File: src/design/kcef_pkg.sv
package kcef_pkg;

    typedef logic [3:0] t_state;
    typedef logic [2:0] t_event;

    localparam int TickW = 32;
    localparam int CfgW  = 16;
    localparam int AddrW = 3;

    localparam t_state ST_IDLE       = 4'd0;
    localparam t_state ST_PRESS_DB   = 4'd1;
    localparam t_state ST_PRESS      = 4'd2;
    localparam t_state ST_REL_DB     = 4'd3;
    localparam t_state ST_RELEASE    = 4'd4;
    localparam t_state ST_CLICK_WAIT = 4'd5;
    localparam t_state ST_DPRESS_DB  = 4'd6;
    localparam t_state ST_DREL_DB    = 4'd7;
    localparam t_state ST_CLICK      = 4'd8;
    localparam t_state ST_DOUBLE     = 4'd9;
    localparam t_state ST_LONG       = 4'd10;
    localparam t_state ST_LONG_REP   = 4'd11;
    localparam t_state ST_LOCK       = 4'd12;

    localparam t_event EV_NONE   = 3'd0;
    localparam t_event EV_CLICK  = 3'd1;
    localparam t_event EV_DOUBLE = 3'd2;
    localparam t_event EV_LONG   = 3'd3;
    localparam t_event EV_REPEAT = 3'd4;

    localparam logic [AddrW-1:0] REG_DEBOUNCE = 3'd0;
    localparam logic [AddrW-1:0] REG_LOCK     = 3'd1;
    localparam logic [AddrW-1:0] REG_LONG     = 3'd2;
    localparam logic [AddrW-1:0] REG_REPEAT   = 3'd3;
    localparam logic [AddrW-1:0] REG_DWINDOW  = 3'd4;

    localparam logic [CfgW-1:0] RST_DEBOUNCE = 16'd20;
    localparam logic [CfgW-1:0] RST_LOCK     = 16'd200;
    localparam logic [CfgW-1:0] RST_LONG     = 16'd1000;
    localparam logic [CfgW-1:0] RST_REPEAT   = 16'd200;
    localparam logic [CfgW-1:0] RST_DWINDOW  = 16'd300;

endpackage

File: src/design/key_click_event_fsm_top.sv
// Output: each result is registered, reaching the master side in the next cycle.
// Throughput: one poll per cycle; the next-state logic works combinationally from the
// state register, and a poll transfers whenever the output register is empty or
// its result leaves in the same cycle, so a stalled master side holds the slave side.
// Reset: synchronous, active low; state goes to idle, reference tick to zero,
// registers to their defaults, and the output register empties.
module key_click_event_fsm_top (
    input  logic                       i_clk,
    input  logic                       i_rst_n,
    input  logic                       i_cfg_we,
    input  logic [kcef_pkg::AddrW-1:0] i_cfg_addr,
    input  logic [kcef_pkg::CfgW-1:0]  i_cfg_wdata,
    input  logic                       i_s_axis_tvalid,
    output logic                       o_s_axis_tready,
    // [31:0] now_tick, [32] pressed, [39:33] zero
    input  logic [39:0]                i_s_axis_tdata,
    output logic                       o_m_axis_tvalid,
    input  logic                       i_m_axis_tready,
    // [2:0] event_res, [6:3] fsm_state, [7] zero
    output logic [7:0]                 o_m_axis_tdata
);

    logic [kcef_pkg::CfgW-1:0]  r_debounce;
    logic [kcef_pkg::CfgW-1:0]  r_lock;
    logic [kcef_pkg::CfgW-1:0]  r_long;
    logic [kcef_pkg::CfgW-1:0]  r_repeat;
    logic [kcef_pkg::CfgW-1:0]  r_dwindow;

    kcef_pkg::t_state           r_state, n_state;
    kcef_pkg::t_state           r_ret_state, n_ret_state;
    logic [kcef_pkg::TickW-1:0] r_ref_tick, n_ref_tick;
    kcef_pkg::t_event           n_event;

    logic                       r_out_valid;
    logic [7:0]                 r_out_data;

    logic [kcef_pkg::TickW-1:0] now_tick;
    logic                       pressed;
    logic [kcef_pkg::TickW-1:0] dt;
    logic [kcef_pkg::TickW-1:0] debounce_x, lock_x, long_x, repeat_x, dwindow_x;
    logic                       in_xfer;

    assign now_tick   = i_s_axis_tdata[31:0];
    assign pressed    = i_s_axis_tdata[32];
    assign dt         = now_tick - r_ref_tick;
    assign debounce_x = {16'd0, r_debounce};
    assign lock_x     = {16'd0, r_lock};
    assign long_x     = {16'd0, r_long};
    assign repeat_x   = {16'd0, r_repeat};
    assign dwindow_x  = {16'd0, r_dwindow};

    assign o_s_axis_tready = !r_out_valid || i_m_axis_tready;
    assign in_xfer         = i_s_axis_tvalid && o_s_axis_tready;
    assign o_m_axis_tvalid = r_out_valid;
    assign o_m_axis_tdata  = r_out_data;

    always_ff @(posedge i_clk) begin
        if (!i_rst_n) begin
            r_debounce <= kcef_pkg::RST_DEBOUNCE;
            r_lock     <= kcef_pkg::RST_LOCK;
            r_long     <= kcef_pkg::RST_LONG;
            r_repeat   <= kcef_pkg::RST_REPEAT;
            r_dwindow  <= kcef_pkg::RST_DWINDOW;
        end else if (i_cfg_we) begin
            unique case (i_cfg_addr)
                kcef_pkg::REG_DEBOUNCE: r_debounce <= i_cfg_wdata;
                kcef_pkg::REG_LOCK:     r_lock     <= i_cfg_wdata;
                kcef_pkg::REG_LONG:     r_long     <= i_cfg_wdata;
                kcef_pkg::REG_REPEAT:   r_repeat   <= i_cfg_wdata;
                kcef_pkg::REG_DWINDOW:  r_dwindow  <= i_cfg_wdata;
                default: ;
            endcase
        end
    end

    always_comb begin
        n_state     = r_state;
        n_ret_state = r_ret_state;
        n_ref_tick  = r_ref_tick;
        n_event     = kcef_pkg::EV_NONE;
        unique case (r_state)
            kcef_pkg::ST_IDLE: begin
                if (pressed) begin
                    n_ref_tick = now_tick;
                    n_state    = kcef_pkg::ST_PRESS_DB;
                end
            end
            kcef_pkg::ST_PRESS_DB: begin
                if (!pressed) begin
                    n_state = kcef_pkg::ST_IDLE;
                end else if (dt > debounce_x) begin
                    n_state = kcef_pkg::ST_PRESS;
                end
            end
            kcef_pkg::ST_PRESS: begin
                if (!pressed) begin
                    n_ref_tick  = now_tick;
                    n_ret_state = kcef_pkg::ST_PRESS;
                    n_state     = kcef_pkg::ST_REL_DB;
                end else if (dt >= long_x) begin
                    n_state = kcef_pkg::ST_LONG;
                end
            end
            kcef_pkg::ST_REL_DB: begin
                if (pressed) begin
                    n_state = r_ret_state;
                end else if (dt > debounce_x) begin
                    n_state = (r_ret_state == kcef_pkg::ST_PRESS) ?
                              kcef_pkg::ST_RELEASE : kcef_pkg::ST_IDLE;
                end
            end
            kcef_pkg::ST_RELEASE: begin
                if (r_dwindow != '0) begin
                    n_ref_tick = now_tick;
                    n_state    = kcef_pkg::ST_CLICK_WAIT;
                end else begin
                    n_state = kcef_pkg::ST_CLICK;
                end
            end
            kcef_pkg::ST_CLICK_WAIT: begin
                if (pressed) begin
                    n_ref_tick = now_tick;
                    n_state    = kcef_pkg::ST_DPRESS_DB;
                end else if (dt >= dwindow_x) begin
                    n_state = kcef_pkg::ST_CLICK;
                end
            end
            kcef_pkg::ST_DPRESS_DB: begin
                if (pressed) begin
                    if (dt > debounce_x) begin
                        n_ref_tick = now_tick;
                        n_state    = kcef_pkg::ST_DREL_DB;
                    end
                end else begin
                    n_ref_tick = now_tick;
                    n_state    = kcef_pkg::ST_CLICK_WAIT;
                end
            end
            kcef_pkg::ST_DREL_DB: begin
                if (dt <= dwindow_x) begin
                    if (!pressed && dt > debounce_x) begin
                        n_state = kcef_pkg::ST_DOUBLE;
                    end
                end else if (!pressed) begin
                    n_state = kcef_pkg::ST_IDLE;
                end
            end
            kcef_pkg::ST_CLICK: begin
                n_event = kcef_pkg::EV_CLICK;
                n_state = kcef_pkg::ST_IDLE;
            end
            kcef_pkg::ST_DOUBLE: begin
                n_event    = kcef_pkg::EV_DOUBLE;
                n_ref_tick = now_tick;
                n_state    = kcef_pkg::ST_LOCK;
            end
            kcef_pkg::ST_LONG: begin
                n_event    = kcef_pkg::EV_LONG;
                n_ref_tick = now_tick;
                n_state    = kcef_pkg::ST_LONG_REP;
            end
            kcef_pkg::ST_LONG_REP: begin
                if (!pressed) begin
                    n_ref_tick  = now_tick;
                    n_ret_state = kcef_pkg::ST_LONG_REP;
                    n_state     = kcef_pkg::ST_REL_DB;
                end else if (dt >= repeat_x) begin
                    n_ref_tick = now_tick;
                    n_event    = kcef_pkg::EV_REPEAT;
                end
            end
            kcef_pkg::ST_LOCK: begin
                if (dt > lock_x) begin
                    n_state = kcef_pkg::ST_IDLE;
                end
            end
            default: begin
                n_state = kcef_pkg::ST_IDLE;
            end
        endcase
    end

    always_ff @(posedge i_clk) begin
        if (!i_rst_n) begin
            r_state     <= kcef_pkg::ST_IDLE;
            r_ret_state <= kcef_pkg::ST_IDLE;
            r_ref_tick  <= '0;
        end else if (in_xfer) begin
            r_state     <= n_state;
            r_ret_state <= n_ret_state;
            r_ref_tick  <= n_ref_tick;
        end
    end

    always_ff @(posedge i_clk) begin
        if (!i_rst_n) begin
            r_out_valid <= 1'b0;
        end else if (in_xfer) begin
            r_out_valid <= 1'b1;
        end else if (i_m_axis_tready) begin
            r_out_valid <= 1'b0;
        end
    end

    always_ff @(posedge i_clk) begin
        if (in_xfer) begin
            r_out_data <= {1'b0, n_state, n_event};
        end
    end

`ifndef SYNTH
    a_state_mirror: assert property (@(posedge i_clk) disable iff (!i_rst_n)
        r_out_valid |-> (r_out_data[6:3] == r_state))
        else $error("reported state differs from state register");

    a_click_event: assert property (@(posedge i_clk) disable iff (!i_rst_n)
        (in_xfer && r_state == kcef_pkg::ST_CLICK) |=>
        (r_out_valid && r_out_data[2:0] == kcef_pkg::EV_CLICK
         && r_state == kcef_pkg::ST_IDLE))
        else $error("click state did not report a click");

    a_double_lock: assert property (@(posedge i_clk) disable iff (!i_rst_n)
        (r_out_valid && r_out_data[2:0] == kcef_pkg::EV_DOUBLE) |->
        (r_state == kcef_pkg::ST_LOCK))
        else $error("double click not followed by lock");

    a_press_ref: assert property (@(posedge i_clk) disable iff (!i_rst_n)
        (in_xfer && r_state == kcef_pkg::ST_IDLE && pressed) |=>
        (r_ref_tick == $past(now_tick) && r_state == kcef_pkg::ST_PRESS_DB))
        else $error("press from idle did not capture reference tick");
`endif

endmodule
File: config.mk
export PLATFORM = sky130hd
export DESIGN_NAME = key_click_event_fsm_top
export DESIGN_NICKNAME = d
export VERILOG_FILES = /design/src/design/kcef_pkg.sv /design/src/design/key_click_event_fsm_top.sv
export SDC_FILE = /design/constraint.sdc
export NUM_CORES = 1
export LEC_CHECK = 0
export BUFFER_PORTS_ARGS = -buffer_cell sky130_fd_sc_hd__buf_2
export CORE_AREA = 2 2 191 99
export CTS_BUF_LIST = sky130_fd_sc_hd__clkbuf_16
export DETAILED_ROUTE_END_ITERATION = 8
export DIE_AREA = 0 0 193 101
export PLACE_DENSITY = 0.73
export SLEW_MARGIN = 20
export SYNTH_ARGS = -nofsm -noshare
export SYNTH_HDL_FRONTEND = slang
export SYNTH_SLANG_ARGS = --single-unit
File: constraint.sdc
create_clock -name i_clk -period 13 [get_ports i_clk]
set_clock_uncertainty 0.1 [all_clocks]
set_input_delay 3.25 -clock i_clk [delete_from_list [all_inputs] [get_ports i_clk]]
set_output_delay 3.25 -clock i_clk [all_outputs]
set_load 0.02 [all_outputs]
==> impl_metrics.json <==
{
  "status": "finished clean",
  "gp_congestion": 1.02,
  "powerDensity_nw_per_um2": 128,
  "final_layout_size_suffix_gt1_share_pct": 9.16,
  "cp.required_ps": 13180,
  "synth_cells": 1279,
  "timing_worst_setup_path_type": "in2reg",
  "worstSetupEndpointType": "flip-flop",
  "hold_viol": 0,
  "ys_seq_area_share_pct": 26.9,
  "dr.pass1.iters": 6,
  "ys_ff_latch": 126,
  "crit_fanout": 32,
  "yosysWarningCount": 0,
  "final_nets": 1484,
  "setup_viol": 0,
  "via_per_inst": 5.91,
  "min_period_ps": 8360,
  "async_flop_share_pct": 0,
  "ctsLongestPathBuffers": 2,
  "worst_slack_ps": 4640,
  "ys_types": 75,
  "root_buffer": "clkbuf_16",
  "finalSetupTns_ps": 0,
  "io_pins": 74,
  "synth_edf_count": 7,
  "synth_area_per_cell_um2": 7.53,
  "wl_per_cell_um": 18.4,
  "vias": 9227,
  "clk_pin_slew_ps": 60,
  "grt_pass1_wl_mm": 45.1,
  "cts_resized": 0,
  "drt_wl_total_mm": 28.7,
  "fin_crit_sh_pct": 64.3,
  "diodes": 0,
  "cp_slowest_cell": "nor4_1",
  "portBuffers": 65,
  "drt-initial-drc-count": 1030,
  "numCtsBuffers": 17,
  "synthFlopType": "dfxtp_1",
  "h-tree-depth": 4,
  "drc": 0,
  "grt_pass1_vias": 8078,
  "grt_max_degree": 112,
  "insertion_delay_ps": 430,
  "syn-num-nets": 1455,
  "initial_utilization_pct": 53.6,
  "arrival_ps": 8550,
  "die_x_um": 193,
  "synth_top_area_share_pct": 24.7,
  "synth_area_um2": 9630,
  "dieArea_um2": 19500,
  "max_clock_freq_ghz": 0.120,
  "dp_slack_ps": 4380,
  "postCtsHoldBufs": 0,
  "worst_slew_pin_slew_ps": 1050,
  "path_cells": "buf_2 > ha_1 > a21o_1 > a31o_1 > or2_2 > a21o_1 > a21oi_1 > nor2b_1 > o21a_1 > nor2_1 > xnor2_1 > ha_1 > a21o_1 > a211o_1 > nor4_1 > o211ai_1 > nand2_1 > a32oi_1 > nor2_1 > a21oi_4 > buf_4 > mux2i_1",
  "hold_path_class": "reg2reg",
  "antenna_found_initial": 0,
  "post-cts-setup-buffers": 0,
  "ant_nets": 0,
  "gr-total-overflow": 0,
  "synthTopCellsByArea": "dfxtp_1, ha_1, nand2_1",
  "synth_top_cell_by_area": "dfxtp_1",
  "die_y_um": 101,
  "row_count": 35,
  "rsz0062_at_grt": "no",
  "drv_slew": 0,
  "max-slew-margin-rel_pct": 29.7,
  "hpwl_mm": 21.5,
  "syn_to_final_growth_pct": 10.6,
  "cts.sinks": 126,
  "maxCapViolCount": 0,
  "grt_usage_pct": 30.3,
  "tritoncts": "built",
  "nFillCells": 1650,
  "ir_drop_mv": 0.104,
  "yosysMostFrequentCell": "nand2_1",
  "start_kind": "input pin",
  "crit_top_cell": "a21o_1",
  "synth_common_cells": "nand2_1, inv_1, dfxtp_1, ha_1, a21boi_0",
  "critPathMaxStageDelay_ps": 510,
  "core_um2": 18000,
  "total_leakage_power_uw": 0.00427
}
## sequential cells by signal, indices dropped and copies added (netlist names)
signal / count
r_state: 4
o_m_axis_tdata: 7
r_repeat: 16
o_m_axis_tvalid: 1
r_long: 16
r_dwindow: 16
r_ref_tick: 32
r_debounce: 16
r_ret_state: 2
r_lock: 16
## routing by layer
metal	up-vias	share of wire, %	GRT usage (%)
met3	26	13	10.7
met2	484	35	36.4
met5	-	0	0
li1	4509	-	-
met1	4208	51	49.3
met4	0	0.96	5.01
## critical path: cells and delay by family
| family | cells | cell delay, ps |
|---|---|---|
| AO/OA/AOI/OAI | 10 | 2150 |
| AND/OR/NAND/NOR | 6 | 1520 |
| adder cells (fa/ha/maj) | 2 | 670 |
| buffers and inverters | 2 | 430 |
| XOR/XNOR | 1 | 270 |
| multiplexers | 1 | 210 |
## per-stage QoR
step,hold WS [ps],util (%),power (uW),instances,cell area [um2]
after detailed placement,348,55.8,836,1529,10000
after CTS,359,59.3,1350,1561,10700
after global routing,373,59.3,1430,1561,10700
after global placement,342,55.8,829,1529,10000
final,358,59.3,1360,1561,10700
after floorplan,335,-,712,1279,9630
## power breakdown
part | internal, uW | leakage (uW) | switching [uW]
registers | 405 | 0.00104 | 10.3
logic | 160 | 0.00293 | 272
clock network | 316 | 0.000307 | 199
## logic make-up after synthesis
kind of cell / share of synthesized area, %
XOR/XNOR: 1.55
buffers and inverters: 7.88
AND/OR/NAND/NOR: 22.4
other: 0.0389
multiplexers: 3.86
flip-flops: 26.9
adder cells (fa/ha/maj): 14.7
AO/OA/AOI/OAI: 22.6
## final cells by class
cell class	count	area [um2]	area share [%]
Clock buffer	18	450	4.23
Clock inverter	14	178	1.67
Inverter	126	473	4.44
Multi-Input combinational cell	965	6280	58.9
Sequential cell	126	2590	24.3
Tap cell	240	300	2.82
Timing Repair Buffer	72	380	3.57
## path summary, 6_finish.rpt
kind                startpoint            end  slack (ps)  depth (start not counted)
min reg2reg      r_ref_tick[7]  r_ref_tick[7]         360                          2
max reg2reg      r_ref_tick[4]  r_ref_tick[9]        7210                         22
max          i_s_axis_tdata[4]  r_ref_tick[9]        4640                         22
min              r_ref_tick[7]  r_ref_tick[7]         360                          2
## placed cells by master (no fill, tap or decap), types with 8 or more instances in the layout
master	Yosys	routed
a211oi_1	11	11
a21boi_0	67	67
a21o_1	21	21
a21oi_1	61	61
and3_1	11	11
buf_2	7	64
buf_4	6	8
clkbuf_16	0	18
dfxtp_1	119	119
ha_1	111	111
inv_1	125	125
mux2i_1	36	36
nand2_1	280	280
nand2b_1	16	16
nand3_1	19	19
nand4_1	23	23
nor2_1	59	59
nor2b_1	9	9
nor3_1	19	19
nor4_1	15	15
o211ai_1	33	33
o21a_1	15	15
o21ai_0	44	44
xnor2_1	8	8
xor2_1	9	9
(Power assumes the default switching activity.)
